==> src/rtl/core/qr_module_pattern_generator_unit_macros.svh <==
// Assertion macros shared by the QR module pattern generator RTL.
`ifndef QR_MODULE_PATTERN_GENERATOR_UNIT_MACROS_SVH
`define QR_MODULE_PATTERN_GENERATOR_UNIT_MACROS_SVH

// Whenever the antecedent holds, the consequent must hold from the same clock edge.
`define QRMPG_ASSERT_IMPLY(label, ante, cons, msg) \
  label: assert property (@(posedge clk) disable iff (rst) (ante) |-> (cons)) \
    else $error(msg);

// The expression must hold at every clock edge outside reset.
`define QRMPG_ASSERT_ALWAYS(label, expr, msg) \
  label: assert property (@(posedge clk) disable iff (rst) (expr)) \
    else $error(msg);

`endif

==> src/rtl/core/qrmpg_pkg.sv <==
// Types, constants and tables shared by the QR module pattern generator.
`default_nettype none

package qrmpg_pkg;

  // Width of an alignment position index (at most seven positions per axis).
  localparam int IDX_W = 3;

  typedef logic [3:0] cfg_idx_t;
  localparam cfg_idx_t CFG_VERSION = 4'd0;
  localparam cfg_idx_t CFG_MASK    = 4'd1;
  localparam cfg_idx_t CFG_FORMAT  = 4'd2;
  localparam cfg_idx_t CFG_VWORD   = 4'd3;

  typedef logic [2:0] mask_t;
  localparam mask_t MASK_CHECKER  = 3'd0;
  localparam mask_t MASK_ROWS     = 3'd1;
  localparam mask_t MASK_COLS3    = 3'd2;
  localparam mask_t MASK_DIAG3    = 3'd3;
  localparam mask_t MASK_BLOCKS   = 3'd4;
  localparam mask_t MASK_PROD     = 3'd5;
  localparam mask_t MASK_PROD_ALT = 3'd6;
  localparam mask_t MASK_MIXED    = 3'd7;

  localparam logic [5:0]  VER_MIN       = 6'd1;
  localparam logic [5:0]  VER_MAX       = 6'd40;
  localparam logic [5:0]  VER_RESET     = 6'd1;
  localparam mask_t       MASK_RESET    = MASK_CHECKER;
  localparam logic [14:0] FORMAT_RESET  = 15'b101010000010010;
  localparam logic [17:0] VWORD_RESET   = 18'b000111110010010100;

  // Version update towards the alignment unit.
  typedef struct packed {
    logic       wr;
    logic [5:0] ver;
  } ver_upd_t;

  // Alignment lookup result for the current module.
  typedef struct packed {
    logic hit;
    logic dark;
  } align_res_t;

  function automatic logic [5:0] clamp_version(input logic [5:0] v);
    logic [5:0] r;
    r = v;
    if (v < VER_MIN) r = VER_MIN;
    if (v > VER_MAX) r = VER_MAX;
    return r;
  endfunction

  // Finder pattern colour at offset (dx, dy) within the 7 by 7 pattern.
  function automatic logic finder_dark(input logic [2:0] dx, input logic [2:0] dy);
    logic ring;
    logic core;
    ring = (dx == 3'd0) || (dx == 3'd6) || (dy == 3'd0) || (dy == 3'd6);
    core = (dx >= 3'd2) && (dx <= 3'd4) && (dy >= 3'd2) && (dy <= 3'd4);
    return ring || core;
  endfunction

  // Number of alignment positions per axis for a version.
  function automatic logic [IDX_W-1:0] align_num(input logic [5:0] v);
    logic [IDX_W-1:0] r;
    if (v < 6'd7)       r = 3'd2;
    else if (v < 6'd14) r = 3'd3;
    else if (v < 6'd21) r = 3'd4;
    else if (v < 6'd28) r = 3'd5;
    else if (v < 6'd35) r = 3'd6;
    else                r = 3'd7;
    return r;
  endfunction

  // Spacing between the inner alignment positions for a version.
  function automatic logic [4:0] align_step(input logic [5:0] v);
    logic [4:0] r;
    case (v)
      6'd2:                r = 5'd12;
      6'd3:                r = 5'd16;
      6'd4:                r = 5'd20;
      6'd5:                r = 5'd24;
      6'd6:                r = 5'd28;
      6'd7:                r = 5'd16;
      6'd8:                r = 5'd18;
      6'd9:                r = 5'd20;
      6'd10:               r = 5'd22;
      6'd11:               r = 5'd24;
      6'd12:               r = 5'd26;
      6'd13:               r = 5'd28;
      6'd14:               r = 5'd20;
      6'd15:               r = 5'd22;
      6'd16, 6'd17:        r = 5'd24;
      6'd18:               r = 5'd26;
      6'd19, 6'd20:        r = 5'd28;
      6'd21:               r = 5'd22;
      6'd22, 6'd23:        r = 5'd24;
      6'd24, 6'd25:        r = 5'd26;
      6'd26, 6'd27:        r = 5'd28;
      6'd28, 6'd29:        r = 5'd24;
      6'd30, 6'd31, 6'd32: r = 5'd26;
      6'd33, 6'd34:        r = 5'd28;
      6'd35:               r = 5'd24;
      6'd36, 6'd37, 6'd38: r = 5'd26;
      6'd39, 6'd40:        r = 5'd28;
      default:             r = 5'd0;
    endcase
    return r;
  endfunction

endpackage

`default_nettype wire

==> src/rtl/core/qrmpg_align.sv <==
// Alignment pattern position registers and the per-module alignment lookup.
`default_nettype none

`include "qr_module_pattern_generator_unit_macros.svh"

module qrmpg_align import qrmpg_pkg::*; #(
  parameter int LANES = 7
) (
  input  logic       clk,
  input  logic       rst,
  input  ver_upd_t   upd,
  input  logic [7:0] x,
  input  logic [7:0] y,
  output align_res_t res
);

  logic [7:0]       pos [LANES];
  logic [7:0]       pos_next [LANES];
  logic [LANES-1:0] lane_on;
  logic [LANES-1:0] lane_on_next;
  logic [IDX_W-1:0] last_idx;
  logic [IDX_W-1:0] last_idx_next;
  logic             align_en;

  logic [7:0]       side;
  logic [7:0]       base;
  logic [IDX_W-1:0] num;
  logic [4:0]       step;
  logic [IDX_W-1:0] k;

  logic [LANES-1:0] near_x;
  logic [LANES-1:0] near_y;
  logic [1:0]       dist_x [LANES];
  logic [1:0]       dist_y [LANES];
  logic [IDX_W-1:0] ix;
  logic [IDX_W-1:0] iy;
  logic [1:0]       dx;
  logic [1:0]       dy;
  logic [1:0]       dmax;
  logic             excl;

  // Positions are worked out once, when the version register is written.
  always_comb begin
    num           = align_num(upd.ver);
    step          = align_step(upd.ver);
    side          = 8'd17 + {upd.ver, 2'b00};
    base          = side - 8'd7;
    last_idx_next = num - 3'd1;
    k             = '0;
    for (int i = 0; i < LANES; i++) begin
      k               = num - 3'd1 - IDX_W'(i);
      lane_on_next[i] = IDX_W'(i) < num;
      if (i == 0) begin
        pos_next[i] = 8'd6;
      end else begin
        pos_next[i] = base - ({5'd0, k} * {3'd0, step});
      end
    end
  end

  always_ff @(posedge clk) begin
    if (rst) begin
      lane_on  <= '0;
      last_idx <= '0;
      align_en <= 1'b0;
    end else if (upd.wr) begin
      lane_on  <= lane_on_next;
      last_idx <= last_idx_next;
      align_en <= upd.ver >= 6'd2;
    end
  end

  always_ff @(posedge clk) begin
    if (upd.wr) begin
      pos <= pos_next;
    end
  end

  // Each lane checks whether the module lies within two of its centre.
  always_comb begin
    logic [8:0] diff;
    logic [8:0] mag;
    diff = '0;
    mag  = '0;
    for (int i = 0; i < LANES; i++) begin
      diff      = {1'b0, x} - {1'b0, pos[i]};
      mag       = diff[8] ? (9'd0 - diff) : diff;
      near_x[i] = lane_on[i] && (mag <= 9'd2);
      dist_x[i] = mag[1:0];
      diff      = {1'b0, y} - {1'b0, pos[i]};
      mag       = diff[8] ? (9'd0 - diff) : diff;
      near_y[i] = lane_on[i] && (mag <= 9'd2);
      dist_y[i] = mag[1:0];
    end
  end

  // Centres are at least twelve apart, so at most one lane per axis is near.
  always_comb begin
    ix = '0;
    iy = '0;
    dx = '0;
    dy = '0;
    for (int i = LANES - 1; i >= 0; i--) begin
      if (near_x[i]) begin
        ix = IDX_W'(i);
        dx = dist_x[i];
      end
      if (near_y[i]) begin
        iy = IDX_W'(i);
        dy = dist_y[i];
      end
    end
    excl = ((ix == '0) && (iy == '0)) || ((ix == '0) && (iy == last_idx)) ||
           ((ix == last_idx) && (iy == '0));
    dmax     = (dx > dy) ? dx : dy;
    res.hit  = align_en && (|near_x) && (|near_y) && !excl;
    res.dark = (dmax == 2'd2) || (dmax == 2'd0);
  end

  `QRMPG_ASSERT_ALWAYS(a_near_x_single, $onehot0(near_x), "two alignment columns match")
  `QRMPG_ASSERT_ALWAYS(a_near_y_single, $onehot0(near_y), "two alignment rows match")
  `QRMPG_ASSERT_IMPLY(a_hit_needs_lanes, res.hit, (|lane_on) && align_en, "hit without lanes")

endmodule

`default_nettype wire

==> src/rtl/core/qr_module_pattern_generator_unit.sv <==
// Top level of the QR module pattern generator: configuration, pipeline and classification.
`default_nettype none

`include "qr_module_pattern_generator_unit_macros.svh"

// One module coordinate is taken per clock whenever start is high and busy is low; busy is
// high only during reset. Each transfer yields exactly one result, shown with done after the
// input register and then the result register, in order; the receiver cannot stall and
// need not. The classification is a single registered pass, so the rate is one module per
// cycle. Configuration writes are always taken (cfg_ready is high) and must be made while no
// coordinate is in flight. A version write also loads the alignment centre registers in the
// same cycle, so a coordinate may follow straight away.
module qr_module_pattern_generator_unit import qrmpg_pkg::*; #(
  parameter int MAX_ALIGN_POSITIONS = 7
) (
  input  logic        clk,
  input  logic        rst,
  input  logic        start,
  output logic        busy,
  input  logic [7:0]  column,
  input  logic [7:0]  row,
  output logic        done,
  output logic        dark,
  output logic        is_function,
  output logic        inside_res,
  input  logic        cfg_valid,
  output logic        cfg_ready,
  input  cfg_idx_t    cfg_index,
  input  logic [17:0] cfg_data
);

  logic [5:0]  ver;
  mask_t       mask_sel;
  logic [14:0] fmt_word;
  logic [17:0] vrs_word;

  logic        s1_valid;
  logic [7:0]  s1_col;
  logic [7:0]  s1_row;

  ver_upd_t    upd;
  align_res_t  ares;

  logic [7:0]  side;
  logic [7:0]  n_m1;
  logic [7:0]  n_m7;
  logic [7:0]  n_m8;
  logic [7:0]  n_m9;
  logic [7:0]  n_m11;
  logic [7:0]  tr_dx;
  logic [7:0]  bl_dy;
  logic [7:0]  fr_off;
  logic [7:0]  fb_off;
  logic [7:0]  vb_off;
  logic [7:0]  vr_off;
  logic [3:0]  fidx;
  logic [4:0]  vidx;
  logic        dark_next;
  logic        fn_next;
  logic        ins_next;

  function automatic logic [7:0] div3(input logic [7:0] v);
    logic [16:0] prod;
    prod = {9'd0, v} * 17'd171;
    return prod[16:9];
  endfunction

  function automatic logic [1:0] mod3(input logic [7:0] v);
    logic [7:0] q;
    logic [8:0] t;
    logic [7:0] r;
    q = div3(v);
    t = {q, 1'b0} + {1'b0, q};
    r = v - t[7:0];
    return r[1:0];
  endfunction

  function automatic logic mask_bit(input mask_t sel, input logic [7:0] x,
                                    input logic [7:0] y);
    logic [1:0] xm;
    logic [1:0] ym;
    logic [2:0] s;
    logic [1:0] sm;
    logic [1:0] pm;
    logic       p2;
    logic [7:0] xq;
    logic       r;
    xm = mod3(x);
    ym = mod3(y);
    s  = {1'b0, xm} + {1'b0, ym};
    sm = (s >= 3'd3) ? 2'(s - 3'd3) : s[1:0];
    // The product modulo three follows from the residues of the factors.
    pm = ((xm == 2'd0) || (ym == 2'd0)) ? 2'd0 : ((xm == ym) ? 2'd1 : 2'd2);
    p2 = x[0] & y[0];
    xq = div3(x);
    case (sel)
      MASK_CHECKER:  r = ~(x[0] ^ y[0]);
      MASK_ROWS:     r = ~y[0];
      MASK_COLS3:    r = (xm == 2'd0);
      MASK_DIAG3:    r = (sm == 2'd0);
      MASK_BLOCKS:   r = ~(y[1] ^ xq[0]);
      MASK_PROD:     r = !p2 && (pm == 2'd0);
      MASK_PROD_ALT: r = ~(p2 ^ pm[0]);
      MASK_MIXED:    r = ~(x[0] ^ y[0] ^ pm[0]);
      default:       r = 1'b0;
    endcase
    return r;
  endfunction

  assign busy      = rst;
  assign cfg_ready = 1'b1;

  always_ff @(posedge clk) begin
    if (rst) begin
      ver      <= VER_RESET;
      mask_sel <= MASK_RESET;
      fmt_word <= FORMAT_RESET;
      vrs_word <= VWORD_RESET;
    end else if (cfg_valid && cfg_ready) begin
      case (cfg_index)
        CFG_VERSION: ver      <= clamp_version(cfg_data[5:0]);
        CFG_MASK:    mask_sel <= cfg_data[2:0];
        CFG_FORMAT:  fmt_word <= cfg_data[14:0];
        CFG_VWORD:   vrs_word <= cfg_data;
        default:     ;
      endcase
    end
  end

  assign upd.wr  = cfg_valid && cfg_ready && (cfg_index == CFG_VERSION);
  assign upd.ver = clamp_version(cfg_data[5:0]);

  qrmpg_align #(
    .LANES (MAX_ALIGN_POSITIONS)
  ) u_align (
    .clk (clk),
    .rst (rst),
    .upd (upd),
    .x   (s1_col),
    .y   (s1_row),
    .res (ares)
  );

  // Input register.
  always_ff @(posedge clk) begin
    if (rst) begin
      s1_valid <= 1'b0;
    end else begin
      s1_valid <= start && !busy;
    end
  end

  always_ff @(posedge clk) begin
    s1_col <= column;
    s1_row <= row;
  end

  assign side   = 8'd17 + {ver, 2'b00};
  assign n_m1   = side - 8'd1;
  assign n_m7   = side - 8'd7;
  assign n_m8   = side - 8'd8;
  assign n_m9   = side - 8'd9;
  assign n_m11  = side - 8'd11;
  assign tr_dx  = s1_col - n_m7;
  assign bl_dy  = s1_row - n_m7;
  assign fr_off = n_m1 - s1_col;
  assign fb_off = s1_row + 8'd15 - side;
  assign vb_off = s1_row - n_m11;
  assign vr_off = s1_col - n_m11;

  // Earlier tests take priority; the order matches the layout rules of the symbol.
  always_comb begin
    dark_next = 1'b0;
    fn_next   = 1'b1;
    ins_next  = 1'b1;
    fidx      = '0;
    vidx      = '0;
    if (s1_col >= side || s1_row >= side) begin
      fn_next  = 1'b0;
      ins_next = 1'b0;
    end else if (s1_col <= 8'd7 && s1_row <= 8'd7) begin
      dark_next = (s1_col <= 8'd6) && (s1_row <= 8'd6) &&
                  finder_dark(s1_col[2:0], s1_row[2:0]);
    end else if (s1_col >= n_m8 && s1_row <= 8'd7) begin
      dark_next = (s1_col >= n_m7) && (s1_row <= 8'd6) &&
                  finder_dark(tr_dx[2:0], s1_row[2:0]);
    end else if (s1_col <= 8'd7 && s1_row >= n_m8) begin
      dark_next = (s1_row >= n_m7) && (s1_col <= 8'd6) &&
                  finder_dark(s1_col[2:0], bl_dy[2:0]);
    end else if (s1_col == 8'd8 && s1_row <= 8'd8 && s1_row != 8'd6) begin
      fidx      = (s1_row < 8'd6) ? s1_row[3:0] : (s1_row[3:0] - 4'd1);
      dark_next = (fidx == 4'd15) ? 1'b0 : fmt_word[fidx];
    end else if (s1_row == 8'd8 && s1_col <= 8'd7 && s1_col != 8'd6) begin
      fidx      = (s1_col == 8'd7) ? 4'd8 : (4'd14 - s1_col[3:0]);
      dark_next = (fidx == 4'd15) ? 1'b0 : fmt_word[fidx];
    end else if (s1_row == 8'd8 && s1_col >= n_m8) begin
      fidx      = fr_off[3:0];
      dark_next = (fidx == 4'd15) ? 1'b0 : fmt_word[fidx];
    end else if (s1_col == 8'd8 && s1_row == n_m8) begin
      // The single dark module beside the lower left finder.
      dark_next = 1'b1;
    end else if (s1_col == 8'd8 && s1_row >= n_m7) begin
      fidx      = fb_off[3:0];
      dark_next = (fidx == 4'd15) ? 1'b0 : fmt_word[fidx];
    end else if (ver >= 6'd7 && s1_col <= 8'd5 && s1_row >= n_m11 && s1_row <= n_m9) begin
      vidx      = ({s1_col[2:0], 1'b0} + {1'b0, s1_col[2:0]}) + {3'd0, vb_off[1:0]};
      dark_next = (vidx > 5'd17) ? 1'b0 : vrs_word[vidx];
    end else if (ver >= 6'd7 && s1_row <= 8'd5 && s1_col >= n_m11 && s1_col <= n_m9) begin
      vidx      = ({s1_row[2:0], 1'b0} + {1'b0, s1_row[2:0]}) + {3'd0, vr_off[1:0]};
      dark_next = (vidx > 5'd17) ? 1'b0 : vrs_word[vidx];
    end else if (ares.hit) begin
      dark_next = ares.dark;
    end else if (s1_row == 8'd6) begin
      dark_next = ~s1_col[0];
    end else if (s1_col == 8'd6) begin
      dark_next = ~s1_row[0];
    end else begin
      fn_next   = 1'b0;
      dark_next = mask_bit(mask_sel, s1_col, s1_row);
    end
  end

  // Result register.
  always_ff @(posedge clk) begin
    if (rst) begin
      done <= 1'b0;
    end else begin
      done <= s1_valid;
    end
  end

  always_ff @(posedge clk) begin
    dark        <= dark_next;
    is_function <= fn_next;
    inside_res  <= ins_next;
  end

  `QRMPG_ASSERT_IMPLY(a_result_follows, start && !busy, ##2 done, "transfer without result")
  `QRMPG_ASSERT_IMPLY(a_outside_clear, done && !inside_res, !dark && !is_function,
                      "module outside the symbol is not blank")
  `QRMPG_ASSERT_IMPLY(a_version_clamped, cfg_valid && cfg_ready && cfg_index == CFG_VERSION,
                      ##1 (ver >= VER_MIN && ver <= VER_MAX), "version out of range")

endmodule

`default_nettype wire
==> config.mk <==
export PLATFORM = sky130hd
export DESIGN_NAME = qr_module_pattern_generator_unit
export DESIGN_NICKNAME = d
export VERILOG_FILES = /design/src/rtl/core/qrmpg_pkg.sv /design/src/rtl/core/qrmpg_align.sv /design/src/rtl/core/qr_module_pattern_generator_unit.sv
export VERILOG_INCLUDE_DIRS = /design/src /design/src/rtl/core
export SDC_FILE = /design/constraint.sdc
export NUM_CORES = 1
export LEC_CHECK = 0
export ABC_CLOCK_PERIOD_IN_PS = 6300
export BUFFER_PORTS_ARGS = -buffer_cell sky130_fd_sc_hd__buf_2
export CAP_MARGIN = 10
export CORE_ASPECT_RATIO = 1.75
export CORE_UTILIZATION = 35
export CTS_CLUSTER_SIZE = 14
export DETAILED_ROUTE_END_ITERATION = 7
export GPL_ROUTABILITY_DRIVEN = 0
export PLACE_DENSITY = 0.6
export SKIP_LAST_GASP = 1
export SYNTH_ARGS = -nofsm -noshare
export SYNTH_HDL_FRONTEND = slang
export SYNTH_SLANG_ARGS = --single-unit
==> constraint.sdc <==
create_clock -name clk -period 6.3 [get_ports clk]
set_input_delay 0.945 -clock clk [delete_from_list [all_inputs] [get_ports clk]]
set_output_delay 0.945 -clock clk [all_outputs]
set_load 0.01 [all_outputs]
==> flow_summary.ini <==
[detailed_routing]
dr.pass1.iters = 6
dr_wl_met2_um = 31930
top_layer = met4
drt-met1-wl_um = 22760
route.detailed.wl_per_inst_um = 20.65
drc = 0
vias_per_cell = 5.843
antenna_left = 0
drt_iter0_drc = 994
vias = 18360
wl_met3_um = 3280
drt-total-wl_um = 64890

[cts]
cts_tree = yes
cts_made_buffers = 9
root_buffer = clkbuf_16
hold_buffers = 0
clock-sinks = 110
clk-insertion-delay-late_ns = 0.39
clk_pin_slew_worst_paths_ns = 0.09
clock_path_buffers = 2
cts_max_level = 3

[yosys]
synth_edf_count = 36
syn-num-nets = 2728
ys_seq_elements = 110
yosysMostFrequentCell = ha_1
synth_flop_cell = dfxtp_1
ys_top_cells_by_count = 281 x ha_1, 228 x inv_1, 204 x nand2_1, 183 x nor2_1, 114 x a21oi_1
ys_seq_area_share_pct = 13.62
yosysWarnings = 0
avgSynthCellArea_sq_um = 8.033
synth.top_cell.area_share_pct = 18.68
synth_area_leaders = ha_1 19%, dfxtp_1 7.9%, fa_1 6.6%, edfxtp_1 5.7%, inv_1 4.5%
syn-instance-count = 2343
yosys.area.top_type = ha_1
synthArstFlopShare_pct = 0
yosysUniqueCellTypes = 97
synthesis.area_sq_mm = 0.01882

[power]
p_sw_share_pct = 44.24
p_leak_nw = 9.227
p_int_mw = 2.754
power_mw = 4.938
power_density_mw_per_mm2 = 234.5
power_frac_seq_pct = 17.2
combPwrFrac_pct = 70.0
p_sw_mw = 2.185
peakVddDrop_mv = 0.2719
p_clk_share_pct = 12.7

[worst_setup_path]
crit_start = s1_col[5]$_DFF_P_
cp-end-kind = register
crit_buf_inv = 4
slowest_stage = fa_1
worst_path_largest_cell_delay_ns = 0.56
crit_type = register to register
critPathArrivalTime_ns = 6.54
cp_max_fo = 4
critPathRequiredTime_ns = 6.56
critPathLaunchType = register
r2r_start = s1_col[5]$_DFF_P_
critical_path.top_delay_family = adder cells

[finish]
fin_util_pct = 39.55
regArea_sq_mm = 0.002585
drive_gt1_share_pct = 11.80
syn2layout_area_growth_pct = 11.89
final.fill_count = 5507
final_nets = 2837
multi_input_area_sq_mm = 0.01522

[sta]
hold_viol_final = 0
period_share_pct = 99.67
worstMarginPinSlew_ns = 1.112
rsz0062_at_grt = true
slew_headroom_pct = 23.96
clock.fmax_ghz = 0.1593
period_needed_ns = 6.279
finalMaxSlewViolations = 0
fin_hold_ws_ns = 0.4540
setup_viol = 0
skew_ns = 0.01553

[place]
dp_hpwl_um = 52890
port-buffer-count = 46

[global_routing]
grt_pass1_wl_um = 100100
grt.overflow.total = 0
grt_max_degree = 57
grt_usage_pct = 23.91
grt_pass1_vias = 18200
antenna_found_initial = 0

[run]
maxCapViolCount = 0

[floorplanning]
dieHeight_um = 308.8
pin_count = 48
placeableCoreArea_sq_mm = 0.05325
dieWidth_um = 177.3
die_area_sq_mm = 0.05474
fp-row-count = 112
start_util_pct = 35.34

[hold_path]
hold_path.class = register to register
min_from = s1_valid$_SDFF_PP0_

[run_status]
status = complete, no violations
[cell type report]
class	instances	share of cell area (%)
multi-input combinational	1924	72.27
sequential	110	12.28
timing repair buffer	176	5.745
inverter	231	4.123
tap	684	4.064
clock buffer	9	1.069
clock inverter	7	0.4456
antenna	1	0.01188
[timing repair]
| action | 4_1_cts | 5_1_grt |
|---|---|---|
| setup endpoints to repair | 1 | 2 |
| gates cloned | 0 | 0 |
| pin swaps | 18 | 0 |
| endpoints found under the hold margin | 0 | 0 |
| buffers inserted | 1 | 0 |
| gates resized for setup | 12 | 3 |
[flip-flops by register name (all words and copies together) (netlist names)]
name and cells:
s1_col 8, inside_res 1, s1_valid 1, mask_sel 3, dark 1, u_align.pos 36, done 1, ver 6
is_function 1, u_align.lane_on 7, fmt_word 15, u_align.last_idx 3, u_align.align_en 1, vrs_word 18, s1_row 8
[final timing paths]
path	end	slack, ns	cells past startpoint
max reg2reg	dark$_SDFF_PN0_	0.02	30
min	done$_SDFF_PP0_	0.45	1
max	dark$_SDFF_PN0_	0.02	30
min reg2reg	done$_SDFF_PP0_	0.45	1
[placed cells by master, fill, tap and decap left out, drive strengths merged, types with 66 or more instances in the layout]
| master | instances |
|---|---|
| a21oi | 114 |
| buf | 176 |
| dfxtp | 74 |
| ha | 281 |
| inv | 234 |
| nand2 | 204 |
| nor2 | 183 |
| nor3 | 66 |
| o21ai | 88 |
| xnor2 | 82 |
[through the flow]
step | setup slack [ns] | cells | cell area (sq um) | TNS [ns]
global route | -0.3362 | 3141 | 21060 | -0.3362
CTS | 0.01307 | 3141 | 21050 | 0
detailed placement | -0.1562 | 3124 | 20630 | -0.1562
floorplan | -0.01840 | 2343 | 18900 | -0.03238
global placement | -0.1239 | 3124 | 20630 | -0.1239
finish | 0.02090 | 3142 | 21060 | 0
[logic make-up (layout without fill, tap and decap cells)]
| group | count (synthesis) | after routing | share of synthesized area (%) |
|---|---|---|---|
| other cells | 1 | 2 | 0.01993 |
| compound gates | 614 | 614 | 23.31 |
| fa+ha+maj | 344 | 344 | 25.33 |
| buf+inv | 309 | 423 | 6.302 |
| simple gates | 776 | 776 | 20.82 |
| xor+xnor | 126 | 126 | 5.937 |
| mux | 63 | 63 | 4.667 |
| flops | 110 | 110 | 13.62 |
[power groups by stage]
| stage | Combinational, mW | Sequential [mW] | Clock [mW] |
|---|---|---|---|
| 2_1_floorplan | 2.36 | 0.873 | 0 |
| 3_3_place_gp | 3.29 | 0.865 | 0 |
| 3_5_place_dp | 3.36 | 0.866 | 0 |
| 4_1_cts | 3.44 | 0.851 | 0.646 |
| 5_1_grt | 3.86 | 0.854 | 0.664 |
| 6_report | 3.46 | 0.851 | 0.628 |
[layer usage]
layer / up-vias / global-route usage [%]
met4: 0 / 22.46
li1: 8762 / -
met5: - / 0
met1: 8700 / 23.81
met3: 277 / 3.405
met2: 619 / 42.24
Power figures use the tool's default switching activity.
